**config.mk**
```make
export PLATFORM = sky130hd
export DESIGN_NAME = seeded_id_shuffle_registry
export DESIGN_NICKNAME = d
export VERILOG_FILES = /design/src/hdl/sisr_pkg.sv /design/src/hdl/sisr_ram.sv /design/src/hdl/sisr_mod.sv /design/src/hdl/seeded_id_shuffle_registry.sv
export SDC_FILE = /design/constraint.sdc
export NUM_CORES = 1
export LEC_CHECK = 0
export BUFFER_PORTS_ARGS = -buffer_cell sky130_fd_sc_hd__buf_2
export CORE_MARGIN = 10
export CORE_UTILIZATION = 60
export DETAILED_ROUTE_END_ITERATION = 8
export PLACE_DENSITY = 0.77
export SLEW_MARGIN = 25
export SYNTH_ARGS = -nofsm -noshare
export SYNTH_HDL_FRONTEND = slang
export SYNTH_HIERARCHICAL = 1
export SYNTH_SLANG_ARGS = --single-unit
```
**constraint.sdc**
```tcl
create_clock -name clk -period 7.9 [get_ports clk]
set_input_delay 1.975 -clock clk [delete_from_list [all_inputs] [get_ports clk]]
set_output_delay 1.975 -clock clk [all_outputs]
set_load 0.005 [all_outputs]
```
**src/hdl/sisr_pkg.sv**
```systemverilog
`timescale 1ns / 1ps
// ----------------------------------------------------------------------------
// sisr_pkg
// Shared types, codes and helpers of the seeded id shuffle registry.
// ----------------------------------------------------------------------------
package sisr_pkg;

  localparam int unsigned MAX_ENTRIES_DEF = 16;
  localparam int unsigned RESULT_CAP      = 16;

  localparam logic [31:0] LCG_MUL = 32'd1664525;
  localparam logic [31:0] LCG_ADD = 32'd1013904223;

  localparam logic [1:0] ACT_REGISTER = 2'd0;
  localparam logic [1:0] ACT_LOOKUP   = 2'd1;
  localparam logic [1:0] ACT_ROTATE   = 2'd2;

  localparam logic [1:0] KIND_REGISTER = 2'd0;
  localparam logic [1:0] KIND_LOOKUP   = 2'd1;
  localparam logic [1:0] KIND_ROTATION = 2'd2;

  localparam logic [1:0] ST_ADDED   = 2'd0;
  localparam logic [1:0] ST_PRESENT = 2'd1;
  localparam logic [1:0] ST_FULL    = 2'd2;

  typedef struct packed {
    logic [1:0]  action;
    logic [15:0] ident;
    logic [15:0] season;
    logic [15:0] week;
    logic [7:0]  wanted;
  } in_beat_t;

  typedef struct packed {
    logic [1:0]  kind;
    logic [15:0] out_ident;
    logic [1:0]  reg_status;
    logic        found;
    logic        last;
  } out_beat_t;

  typedef enum logic [3:0] {
    S_IDLE,
    S_SRCH,
    S_CMP,
    S_RESP,
    S_COPY_RD,
    S_COPY_WR,
    S_STEP,
    S_LCG,
    S_MOD_GO,
    S_MOD_WAIT,
    S_RDA,
    S_RDB,
    S_WRA,
    S_WRB,
    S_EMIT_RD,
    S_EMIT_OUT
  } state_t;

  // xorshift 13/17/5 over the concatenated season and week
  function automatic logic [31:0] mix_seed(input logic [15:0] season,
                                           input logic [15:0] week);
    logic [31:0] s;
    s = {season, week};
    s = s ^ (s << 13);
    s = s ^ (s >> 17);
    s = s ^ (s << 5);
    return s;
  endfunction

endpackage

```
**src/hdl/sisr_ram.sv**
```systemverilog
`timescale 1ns / 1ps
// ----------------------------------------------------------------------------
// sisr_ram
// Generic single write, single read RAM with a registered read port.
// ----------------------------------------------------------------------------
module sisr_ram #(
  parameter int unsigned WIDTH = 16,
  parameter int unsigned DEPTH = 16
) (
  input  logic                     clk,
  input  logic                     we,
  input  logic [$clog2(DEPTH)-1:0] waddr,
  input  logic [WIDTH-1:0]         wdata,
  input  logic                     re,
  input  logic [$clog2(DEPTH)-1:0] raddr,
  output logic [WIDTH-1:0]         rdata
);

  logic [WIDTH-1:0] mem [DEPTH];
  logic [WIDTH-1:0] rdata_r;

  always_ff @(posedge clk) begin
    if (we) begin
      mem[waddr] <= wdata;
    end
    if (re) begin
      rdata_r <= mem[raddr];
    end
  end

  assign rdata = rdata_r;

endmodule

```
**src/hdl/sisr_mod.sv**
```systemverilog
`timescale 1ns / 1ps
// ----------------------------------------------------------------------------
// sisr_mod
// Bit-serial restoring remainder of a 32-bit word by a small divisor.
// ----------------------------------------------------------------------------
module sisr_mod #(
  parameter int unsigned DW = 5
) (
  input  logic          clk,
  input  logic          rst_n,
  input  logic          start,
  input  logic [31:0]   dividend,
  input  logic [DW-1:0] divisor,
  output logic          done,
  output logic [DW-1:0] rem
);

  logic          busy_r, busy_nxt;
  logic          done_r, done_nxt;
  logic [4:0]    cnt_r, cnt_nxt;
  logic [31:0]   dvd_r, dvd_nxt;
  logic [DW-1:0] rem_r, rem_nxt;
  logic [DW:0]   shifted;

  always_comb begin
    busy_nxt = busy_r;
    done_nxt = 1'b0;
    cnt_nxt  = cnt_r;
    dvd_nxt  = dvd_r;
    rem_nxt  = rem_r;
    shifted  = {rem_r, dvd_r[31]};
    if (start) begin
      busy_nxt = 1'b1;
      cnt_nxt  = '0;
      dvd_nxt  = dividend;
      rem_nxt  = '0;
    end else if (busy_r) begin
      // one quotient bit a cycle, remainder stays below the divisor
      if (shifted >= {1'b0, divisor}) begin
        rem_nxt = DW'(shifted - {1'b0, divisor});
      end else begin
        rem_nxt = shifted[DW-1:0];
      end
      dvd_nxt = {dvd_r[30:0], 1'b0};
      cnt_nxt = cnt_r + 5'd1;
      if (cnt_r == 5'd31) begin
        busy_nxt = 1'b0;
        done_nxt = 1'b1;
      end
    end
  end

  always_ff @(posedge clk) begin
    if (!rst_n) begin
      busy_r <= 1'b0;
      done_r <= 1'b0;
      cnt_r  <= '0;
    end else begin
      busy_r <= busy_nxt;
      done_r <= done_nxt;
      cnt_r  <= cnt_nxt;
    end
    dvd_r <= dvd_nxt;
    rem_r <= rem_nxt;
  end

  assign done = done_r;
  assign rem  = rem_r;

endmodule

```
**src/hdl/seeded_id_shuffle_registry.sv**
```systemverilog
`timescale 1ns / 1ps
// ----------------------------------------------------------------------------
// seeded_id_shuffle_registry
// Table of distinct ids with register, lookup and seeded shuffled rotation.
// ----------------------------------------------------------------------------
// One request is worked at a time; in_stall is high from acceptance until the
// last result beat has been loaded into the output register. Register and
// lookup scan the id memory one entry at a time, a read and then a compare. A
// rotation of n entries copies the table into the work memory, then runs n-1
// shuffle steps, each made of the step, lcg and start states, the wait on the
// bit-serial remainder unit and a swap by two reads and two writes through the
// single read port of the work memory, and then emits the first min(wanted,
// entries, result cap) ids. A rotation of an empty table or with zero wanted
// ids gives no result beat and leaves in_stall low.
// Both memories are undefined after reset and need no clearing pass.
// ----------------------------------------------------------------------------
module seeded_id_shuffle_registry #(
  parameter int unsigned MAX_ENTRIES = sisr_pkg::MAX_ENTRIES_DEF
) (
  input  logic               clk,
  input  logic               rst_n,
  input  logic               in_valid,
  output logic               in_stall,
  input  sisr_pkg::in_beat_t in_data,
  output logic               out_valid,
  input  logic               out_stall,
  output sisr_pkg::out_beat_t out_data
);
  import sisr_pkg::*;

  localparam int unsigned AW = $clog2(MAX_ENTRIES);
  localparam int unsigned CW = $clog2(MAX_ENTRIES + 1);
  localparam int unsigned XW = CW + 8;

  state_t      state_r, state_nxt;
  in_beat_t    op_r;
  logic [CW-1:0] count_r, k_r, i_r, j_r, n_r, emit_r;
  logic [CW-1:0] im1, k_inc, emit_calc;
  logic [XW-1:0] wanted_x, count_x, min_x;
  logic        found_r;
  logic [31:0] prng_r;
  logic [15:0] tmp_r;
  out_beat_t   out_r, out_nxt;
  logic        out_valid_r;
  logic        out_free, out_load, in_acc;

  logic          tab_we, tab_re, wk_we, wk_re;
  logic [AW-1:0] tab_waddr, tab_raddr, wk_waddr, wk_raddr;
  logic [15:0]   tab_wdata, tab_rdata, wk_wdata, wk_rdata;
  logic          mod_start, mod_done;
  logic [CW-1:0] mod_rem;

  assign in_stall = (state_r != S_IDLE);
  assign in_acc   = in_valid && !in_stall;
  assign out_free = !out_valid_r || !out_stall;
  assign im1      = i_r - CW'(1);
  assign k_inc    = k_r + CW'(1);

  // rotation length: min(wanted, entries, result cap)
  always_comb begin
    wanted_x = XW'(in_data.wanted);
    count_x  = XW'(count_r);
    min_x    = (wanted_x < count_x) ? wanted_x : count_x;
    if (min_x > XW'(RESULT_CAP)) begin
      min_x = XW'(RESULT_CAP);
    end
    emit_calc = min_x[CW-1:0];
  end

  sisr_ram #(.WIDTH(16), .DEPTH(MAX_ENTRIES)) u_tab (
    .clk   (clk),
    .we    (tab_we),
    .waddr (tab_waddr),
    .wdata (tab_wdata),
    .re    (tab_re),
    .raddr (tab_raddr),
    .rdata (tab_rdata)
  );

  sisr_ram #(.WIDTH(16), .DEPTH(MAX_ENTRIES)) u_work (
    .clk   (clk),
    .we    (wk_we),
    .waddr (wk_waddr),
    .wdata (wk_wdata),
    .re    (wk_re),
    .raddr (wk_raddr),
    .rdata (wk_rdata)
  );

  sisr_mod #(.DW(CW)) u_mod (
    .clk      (clk),
    .rst_n    (rst_n),
    .start    (mod_start),
    .dividend (prng_r),
    .divisor  (i_r),
    .done     (mod_done),
    .rem      (mod_rem)
  );

  // next state
  always_comb begin
    state_nxt = state_r;
    unique case (state_r)
      S_IDLE: begin
        if (in_acc) begin
          priority if (in_data.action == ACT_REGISTER ||
                       in_data.action == ACT_LOOKUP) begin
            state_nxt = S_SRCH;
          end else if (in_data.action == ACT_ROTATE) begin
            if (count_r != '0 && in_data.wanted != '0) begin
              state_nxt = S_COPY_RD;
            end
          end else begin
            state_nxt = S_IDLE;
          end
        end
      end
      S_SRCH:     state_nxt = (k_r < count_r) ? S_CMP : S_RESP;
      S_CMP:      state_nxt = (tab_rdata == op_r.ident) ? S_RESP : S_SRCH;
      S_RESP:     state_nxt = out_free ? S_IDLE : S_RESP;
      S_COPY_RD:  state_nxt = S_COPY_WR;
      S_COPY_WR:  state_nxt = (k_inc == n_r) ? S_STEP : S_COPY_RD;
      S_STEP:     state_nxt = (i_r > CW'(1)) ? S_LCG : S_EMIT_RD;
      S_LCG:      state_nxt = S_MOD_GO;
      S_MOD_GO:   state_nxt = S_MOD_WAIT;
      S_MOD_WAIT: state_nxt = mod_done ? S_RDA : S_MOD_WAIT;
      S_RDA:      state_nxt = S_RDB;
      S_RDB:      state_nxt = S_WRA;
      S_WRA:      state_nxt = S_WRB;
      S_WRB:      state_nxt = S_STEP;
      S_EMIT_RD:  state_nxt = S_EMIT_OUT;
      S_EMIT_OUT: begin
        if (out_free) begin
          state_nxt = (k_inc == emit_r) ? S_IDLE : S_EMIT_RD;
        end
      end
      default:    state_nxt = S_IDLE;
    endcase
  end

  // memory, remainder unit and result controls
  always_comb begin
    tab_we    = 1'b0;
    tab_waddr = count_r[AW-1:0];
    tab_wdata = op_r.ident;
    tab_re    = 1'b0;
    tab_raddr = k_r[AW-1:0];
    wk_we     = 1'b0;
    wk_waddr  = k_r[AW-1:0];
    wk_wdata  = tab_rdata;
    wk_re     = 1'b0;
    wk_raddr  = k_r[AW-1:0];
    mod_start = 1'b0;
    out_load  = 1'b0;
    out_nxt   = out_r;
    unique case (state_r)
      S_SRCH: begin
        tab_re = (k_r < count_r);
      end
      S_RESP: begin
        out_load           = out_free;
        out_nxt.out_ident  = op_r.ident;
        out_nxt.last       = 1'b1;
        if (op_r.action == ACT_REGISTER) begin
          out_nxt.kind  = KIND_REGISTER;
          out_nxt.found = 1'b0;
          priority if (found_r) begin
            out_nxt.reg_status = ST_PRESENT;
          end else if (count_r >= CW'(MAX_ENTRIES)) begin
            out_nxt.reg_status = ST_FULL;
          end else begin
            out_nxt.reg_status = ST_ADDED;
            tab_we             = out_free;
          end
        end else begin
          out_nxt.kind       = KIND_LOOKUP;
          out_nxt.reg_status = ST_ADDED;
          out_nxt.found      = found_r;
        end
      end
      S_COPY_RD: begin
        tab_re = 1'b1;
      end
      S_COPY_WR: begin
        wk_we = 1'b1;
      end
      S_MOD_GO: begin
        mod_start = 1'b1;
      end
      S_RDA: begin
        wk_re    = 1'b1;
        wk_raddr = im1[AW-1:0];
      end
      S_RDB: begin
        wk_re    = 1'b1;
        wk_raddr = j_r[AW-1:0];
      end
      S_WRA: begin
        wk_we    = 1'b1;
        wk_waddr = im1[AW-1:0];
        wk_wdata = wk_rdata;
      end
      S_WRB: begin
        wk_we    = 1'b1;
        wk_waddr = j_r[AW-1:0];
        wk_wdata = tmp_r;
      end
      S_EMIT_RD: begin
        wk_re = 1'b1;
      end
      S_EMIT_OUT: begin
        out_load           = out_free;
        out_nxt.kind       = KIND_ROTATION;
        out_nxt.out_ident  = wk_rdata;
        out_nxt.reg_status = ST_ADDED;
        out_nxt.found      = 1'b0;
        out_nxt.last       = (k_inc == emit_r);
      end
      default: begin
      end
    endcase
  end

  always_ff @(posedge clk) begin
    if (!rst_n) begin
      state_r     <= S_IDLE;
      count_r     <= '0;
      prng_r      <= '0;
      out_valid_r <= 1'b0;
    end else begin
      state_r <= state_nxt;
      if (tab_we) begin
        count_r <= count_r + CW'(1);
      end
      if (state_r == S_COPY_WR && k_inc == n_r) begin
        prng_r <= mix_seed(op_r.season, op_r.week);
      end else if (state_r == S_LCG) begin
        prng_r <= prng_r * LCG_MUL + LCG_ADD;
      end
      if (out_load) begin
        out_valid_r <= 1'b1;
      end else if (out_valid_r && !out_stall) begin
        out_valid_r <= 1'b0;
      end
    end

    if (in_acc) begin
      op_r    <= in_data;
      k_r     <= '0;
      found_r <= 1'b0;
      n_r     <= count_r;
      emit_r  <= emit_calc;
    end
    if (state_r == S_CMP) begin
      if (tab_rdata == op_r.ident) begin
        found_r <= 1'b1;
      end else begin
        k_r <= k_inc;
      end
    end
    if (state_r == S_COPY_WR) begin
      k_r <= (k_inc == n_r) ? '0 : k_inc;
      i_r <= n_r;
    end
    if (state_r == S_MOD_WAIT && mod_done) begin
      j_r <= mod_rem;
    end
    if (state_r == S_RDB) begin
      tmp_r <= wk_rdata;
    end
    if (state_r == S_WRB) begin
      i_r <= im1;
    end
    if (state_r == S_EMIT_OUT && out_free) begin
      k_r <= k_inc;
    end
    if (out_load) begin
      out_r <= out_nxt;
    end
  end

  assign out_valid = out_valid_r;
  assign out_data  = out_r;

endmodule
```
* Word level (Yosys, flattened, before mapping)
Memories as Yosys holds them, arrays and structs flattened. A register that Yosys moved wholly into a read port is not among the register bits.
Cells that the tools add are included.
** Storage, ports and cells
- Register bits :: 199
- Memory bits (writable) :: 512
- Input bits :: 62
- Output and inout port bits :: 24
- Word-level logic and storage cells :: 155
- Memories kept :: 2
** Memory list
- u_tab.mem :: depth 16, bits a word 16, rd ports 1, clocked after Yosys merged registers in 1, write ports 1, line sisr_ram.sv:19 : logic [WIDTH-1:0] mem [DEPTH];
- u_work.mem :: depth 16, bits a word 16, rd ports 1, clocked after Yosys merged registers in 1, write ports 1, line sisr_ram.sv:19
** Cells by class
- $add $sub $neg :: 6
- Multipliers :: 1
- Magnitude comparators :: 6
- Equality and inequality tests :: 24
- Multiplexer cells :: 57
- Bitwise operators :: 5
- Reduce and logical (&&, ||, !) cells :: 29
** Operator list (number)
- 32-bit 2-to-1 mux :: 4
- 4-bit case mux with 16 select lines :: 1
- 32-bit bitwise XOR :: 2
- 5-bit 2-to-1 mux :: 9
- 22-bit case mux with 2 select lines :: 1
- 32-bit by 30-bit adder with 32-bit output, second input constant :: 1
- 4-bit equality test, second input constant :: 8
- 32-bit by 21-bit multiplier with 32-bit output, second input constant :: 1
- 16-bit case mux with 2 select lines :: 1
- 32-bit by 15-bit bitwise XOR with 32-bit output :: 1
- 4-bit 2-to-1 mux :: 7
- 1-bit 2-to-1 mux :: 23
- 16-bit equality test :: 1
- 4-bit by 3-bit equality test with 1-bit output, second input constant :: 4
- 4-bit case mux with 2 select lines :: 2
- 5-bit by 1-bit adder with 5-bit output, second input constant :: 3
- 2-bit 2-to-1 mux :: 6
- 5-bit equality test :: 2
- 2-bit nonzero test :: 5
- 3-bit OR reduction :: 3
- 4-bit by 2-bit equality test with 1-bit output, second input constant :: 2
- 8-bit by 5-bit greater-than comparator with 1-bit output, second input constant :: 1
- 8-bit by 5-bit < comparator with 1-bit output :: 1
- 8-bit 2-to-1 mux :: 1
- 26 further kinds :: 38

* Depth between registers and ports, before layout
- Word-level depth :: 8
- Mapped depth :: 24
- Mapped depth without buffers :: 23

* By module
The synthesis kept the hierarchy.
** By module, submodules not included
- sisr_ram :: times used 2, cells each 432, area each 10203.5 sq um, sequential area each 8167.8 sq um
- seeded_id_shuffle_registry :: times used 1, cells each 1482, area each 14577.7 sq um, sequential area each 4174.0 sq um
- sisr_mod :: times used 1, cells each 141, area each 2035.7 sq um, sequential area each 1201.2 sq um

* Worst setup path before layout
OpenSTA, ideal clock, no wires.
- Kind :: register to register
- Start :: register prng_r[1]
- End :: register prng_r[30]
- Setup time :: 0.127 ns
- Arrival time :: 6.185 ns
- Required time :: 7.773 ns
- Path slack :: 1.588 ns
- Cell stages (with the launch flop) :: 24
- Buffers on the path :: 1
- Clock period less this slack :: 6.312 ns
- Cells stage by stage :: dfxtp_1 > inv_1 > ha_1 > xnor2_1 > ha_1 > fa_1 > inv_1 > fa_1 > inv_1 > fa_1 > fa_1 > inv_1 > fa_1 > inv_1 > ha_1 > buf_2 > nand3_1 > or4_1 > nor2_1 > o21ai_0 > nand2_1 > a211oi_1 > o2111ai_1 > or3b_1
** On the way
- Longest elaborated chain between the ends :: 4
** RTL lines
- start, declared :: line seeded_id_shuffle_registry.sv:41 : logic [31:0] prng_r;
- start signal, assigned :: line seeded_id_shuffle_registry.sv:236 : prng_r <= mix_seed(op_r.season, op_r.week);
- start signal, assigned :: line seeded_id_shuffle_registry.sv:238 : prng_r <= prng_r * LCG_MUL + LCG_ADD;
- 32-bit by 21-bit multiplier with 32-bit output :: line seeded_id_shuffle_registry.sv:238
- 32-bit by 30-bit adder with 32-bit output :: line seeded_id_shuffle_registry.sv:238
- 32-bit 2-to-1 mux :: line seeded_id_shuffle_registry.sv:237 : end else if (state_r == S_LCG) begin
- 32-bit 2-to-1 mux :: line seeded_id_shuffle_registry.sv:235 : if (state_r == S_COPY_WR && k_inc == n_r) begin
No other way between the ends. The select of a mux whose other input is x is not followed.
A chain may end at the register's enable or synchronous reset.

* Worst setup path in the final report
- Start :: register prng_r[1]
- End :: register prng_r[29]
The elaborated chain is that of the path after synthesis.

==> impl_metrics.py <==
metrics = {
    "status": {
        "status": "complete, no violations",
    },
    "clocking": {
        "cts_buffer_depth": 3,
        "cts_tree": "done",
        "ctsResizeCount": 0,
        "numCtsBuffers": 75,
        "cts.htree.levels": 3,
        "cts.sinks": 743,
        "clk_pin_slew_worst_paths_ns": 0.06,
        "ctsHoldBuffers": 0,
        "cts_setup_buffers": 0,
        "cts_root_buffer": "clkbuf_16",
        "clk_latency_ns": 0.63,
    },
    "route": {
        "drc": 0,
        "wl_per_cell_um": 26.17,
        "vias_per_cell": 6.231,
        "drt_iter0_drc": 2517,
        "final_antenna_net_count": 0,
        "via_count": 21573,
        "firstDrtPassIters": 9,
        "wirelength_mm": 90.59,
    },
    "worst_setup_path": {
        "rrSetupSlack_ns": 0.94,
        "cp_max_fo": 11,
        "crit_required_ns": 8.43,
        "start_kind": "register",
        "arrival_ns": 7.49,
        "timing_worst_setup_path_type": "reg2reg",
        "worstSetupEndpointType": "register",
    },
    "logic_synthesis": {
        "synth-async-reset-ratio": 0,
        "synth.top_cells.by_area": "edfxtp_1 (55%), fa_1 (7.5%), mux4_2 (6.6%)",
        "synth_seq_cells": 743,
        "ys.flop_type": "edfxtp_1",
        "yosys_warnings": 6,
        "synthTopCellsByCount": "edfxtp_1 (683), inv_1 (320), ha_1 (180)",
        "syn_inst": 2487,
        "synth_top_cell_by_area": "edfxtp_1",
        "netlist_area_um2": 37020,
        "yosys.cell_count.top_type": "edfxtp_1",
        "synth_nets": 2867,
        "synth_edf_count": 683,
        "synth_cell_types": 72,
        "yosys.area.top_type_share": 0.5540,
        "syn_avg_cell_area_um2": 14.89,
        "synth_seq_area_share": 0.5865,
    },
    "timing": {
        "hold_violations": 0,
        "fin_crit_sh": 0.8809,
        "fmax_ghz": 0.1437,
        "max_slew_margin": 0.2828,
        "finClkSkew_ns": 0.04360,
        "final.setup.tns_ns": 0,
        "slew_viol_final": 0,
        "tightestPinTransition_ns": 1.076,
        "setup_viol": 0,
        "period_minus_slack_ns": 6.959,
        "rsz0062_at_grt": "no",
    },
    "global_route": {
        "grt_antenna_before_repair": 3,
        "first_global_vias": 22885,
        "grt_overflow": 0,
        "grtUsageTotal": 0.2595,
        "grt_max_degree": 71,
        "grt_pass1_wl_mm": 139.6,
    },
    "floorplanning": {
        "die_h_um": 268.4,
        "core_um2": 60700,
        "start_util": 0.6099,
        "ios": 86,
        "die_x_um": 268.4,
        "std_cell_rows": 90,
        "fp.dieArea_um2": 72040,
    },
    "placement": {
        "port_buffers": 85,
        "hpwl_mm": 60.76,
        "placed_area_um2": 38520,
        "gp_congestion": 0.9320,
    },
    "flow_run": {
        "cap_violations": 0,
    },
    "hold_path": {
        "hold_class": "reg2reg",
    },
    "cells_and_area": {
        "drive_above_1_share": 0.1616,
        "multi_input_area_um2": 13810,
        "final.fill_count": 4057,
        "design_area_um2": 41020,
        "area_delta_synth_final_pct": 10.79,
        "register_area_um2": 21720,
        "fin_nets": 2999,
    },
    "pwr": {
        "powerDensity_nw_per_um2": 209.5,
        "p_leak_nw": 15.46,
        "peakVddDrop_mv": 0.2050,
    },
}
==> metrics by stage <==
step	power [mW]	cells	util	setup WS, ns	hold slack (ns)
5_1_grt	8.856	3462	0.6758	0.5470	0.5234
6_report	8.593	3462	0.6758	0.9406	0.4773
3_3_place_gp	5.140	3323	0.6346	1.115	0.4462
2_1_floorplan	4.970	2487	-	1.588	0.4285
3_5_place_dp	5.154	3323	0.6347	1.021	0.4592
4_1_cts	8.646	3460	0.6752	0.9972	0.4811
==> logic make-up (layout without fill, tap and decap cells) <==
family	count (synthesis)	count (layout)	synth area share
fa+ha+maj	318	318	0.1355
other cells	0	1	0
mux	175	175	0.09372
simple gates	407	407	0.05080
compound gates	293	293	0.05529
flops	743	743	0.5865
xor+xnor	145	145	0.03430
buf+inv	406	598	0.04397
==> cells in the final DEF, fill, tap and decap left out, types with 7 or more instances in the layout <==
| cell type | count |
|---|---|
| and2_1 | 7 |
| fa_1 | 138 |
| a22oi_1 | 66 |
| nand2_1 | 158 |
| inv_1 | 319 |
| nor3_1 | 14 |
| mux2_2 | 33 |
| a31oi_1 | 12 |
| nand3b_1 | 8 |
| clkinv_2 | 13 |
| mux4_1 | 20 |
| nor3_2 | 9 |
| nand3_1 | 24 |
| nand4_1 | 13 |
| edfxtp_1 | 683 |
| clkinv_1 | 13 |
| mux4_2 | 108 |
| a21o_1 | 20 |
| xor2_1 | 48 |
| ha_1 | 180 |
| dfxtp_1 | 58 |
| nor2_1 | 95 |
| and3_1 | 9 |
| o211ai_1 | 8 |
| a21oi_1 | 57 |
| buf_4 | 55 |
| clkbuf_1 | 16 |
| o21ai_0 | 34 |
| mux2i_1 | 14 |
| buf_2 | 85 |
| a211oi_1 | 19 |
| clkbuf_16 | 75 |
| o21ai_1 | 9 |
| nor4_1 | 9 |
| or2_2 | 8 |
| a222oi_1 | 16 |
| nand2b_1 | 13 |
| xnor2_1 | 97 |
| nor2b_1 | 13 |
==> sequential cells by signal, summed over array words and instances (netlist names) <==
register      flops
tab_wdata        16
prng_r           32
op_r             34
j_r               4
state_r           4
u_mod/rem         5
u_tab/mem       256
u_mod/done        1
found_r           1
tmp_r            16
u_mod/busy_r      1
u_mod/cnt_r       5
u_tab/rdata      16
count_r           5
i_r               5
u_work/rdata     16
u_work/mem      256
k_r               5
out_data         22
emit_r            5
out_valid         1
n_r               5
u_mod/dvd_r      32
==> where the power goes <==
part / internal [mW] / switching [mW]
Combinational: 0.318 / 0.367
Sequential: 4.33 / 0.0669
Clock: 1.98 / 1.53
Total: 6.63 / 1.96
==> worst paths after layout <==
path	from	to	cells after the start
setup / recovery	prng_r[1]	prng_r[29]	22
hold / removal	found_r	found_r	2
setup reg to reg	prng_r[1]	prng_r[29]	22
hold reg to reg	found_r	found_r	2
==> cell type report <==
class                      count  area share
antenna                        1  0.00006101
clock buffer                  94     0.04823
clock inverter                43     0.01171
inverter                     320     0.02929
multi-input combinational   1338      0.3366
sequential                   743      0.5295
tap                          782     0.02386
timing repair buffer         141     0.02080
==> critical path, cell delays in order (launching register included) <==
cell,delay (ns)
dfxtp_1,0.56
inv_1,0.23
ha_1,0.38
xnor2_1,0.24
ha_1,0.29
fa_1,0.55
inv_1,0.06
fa_1,0.55
inv_1,0.06
fa_1,0.51
fa_1,0.55
inv_1,0.06
fa_1,0.55
inv_1,0.05
ha_1,0.39
a21oi_1,0.30
o211ai_1,0.16
a211o_1,0.25
a31oi_1,0.19
o31ai_1,0.18
a41o_1,0.30
o31a_1,0.31
a211oi_2,0.19
==> metal layers <==
layer  up-vias  global-route usage  share of wire
met4         4             0.09458          0.036
li1       9381                   -              -
met2      1069              0.4393           0.50
met3       183             0.04461          0.081
met5         -                   0        0.00021
met1     10936              0.3347           0.38
Note: power is estimated with default switching activity, not from simulation.
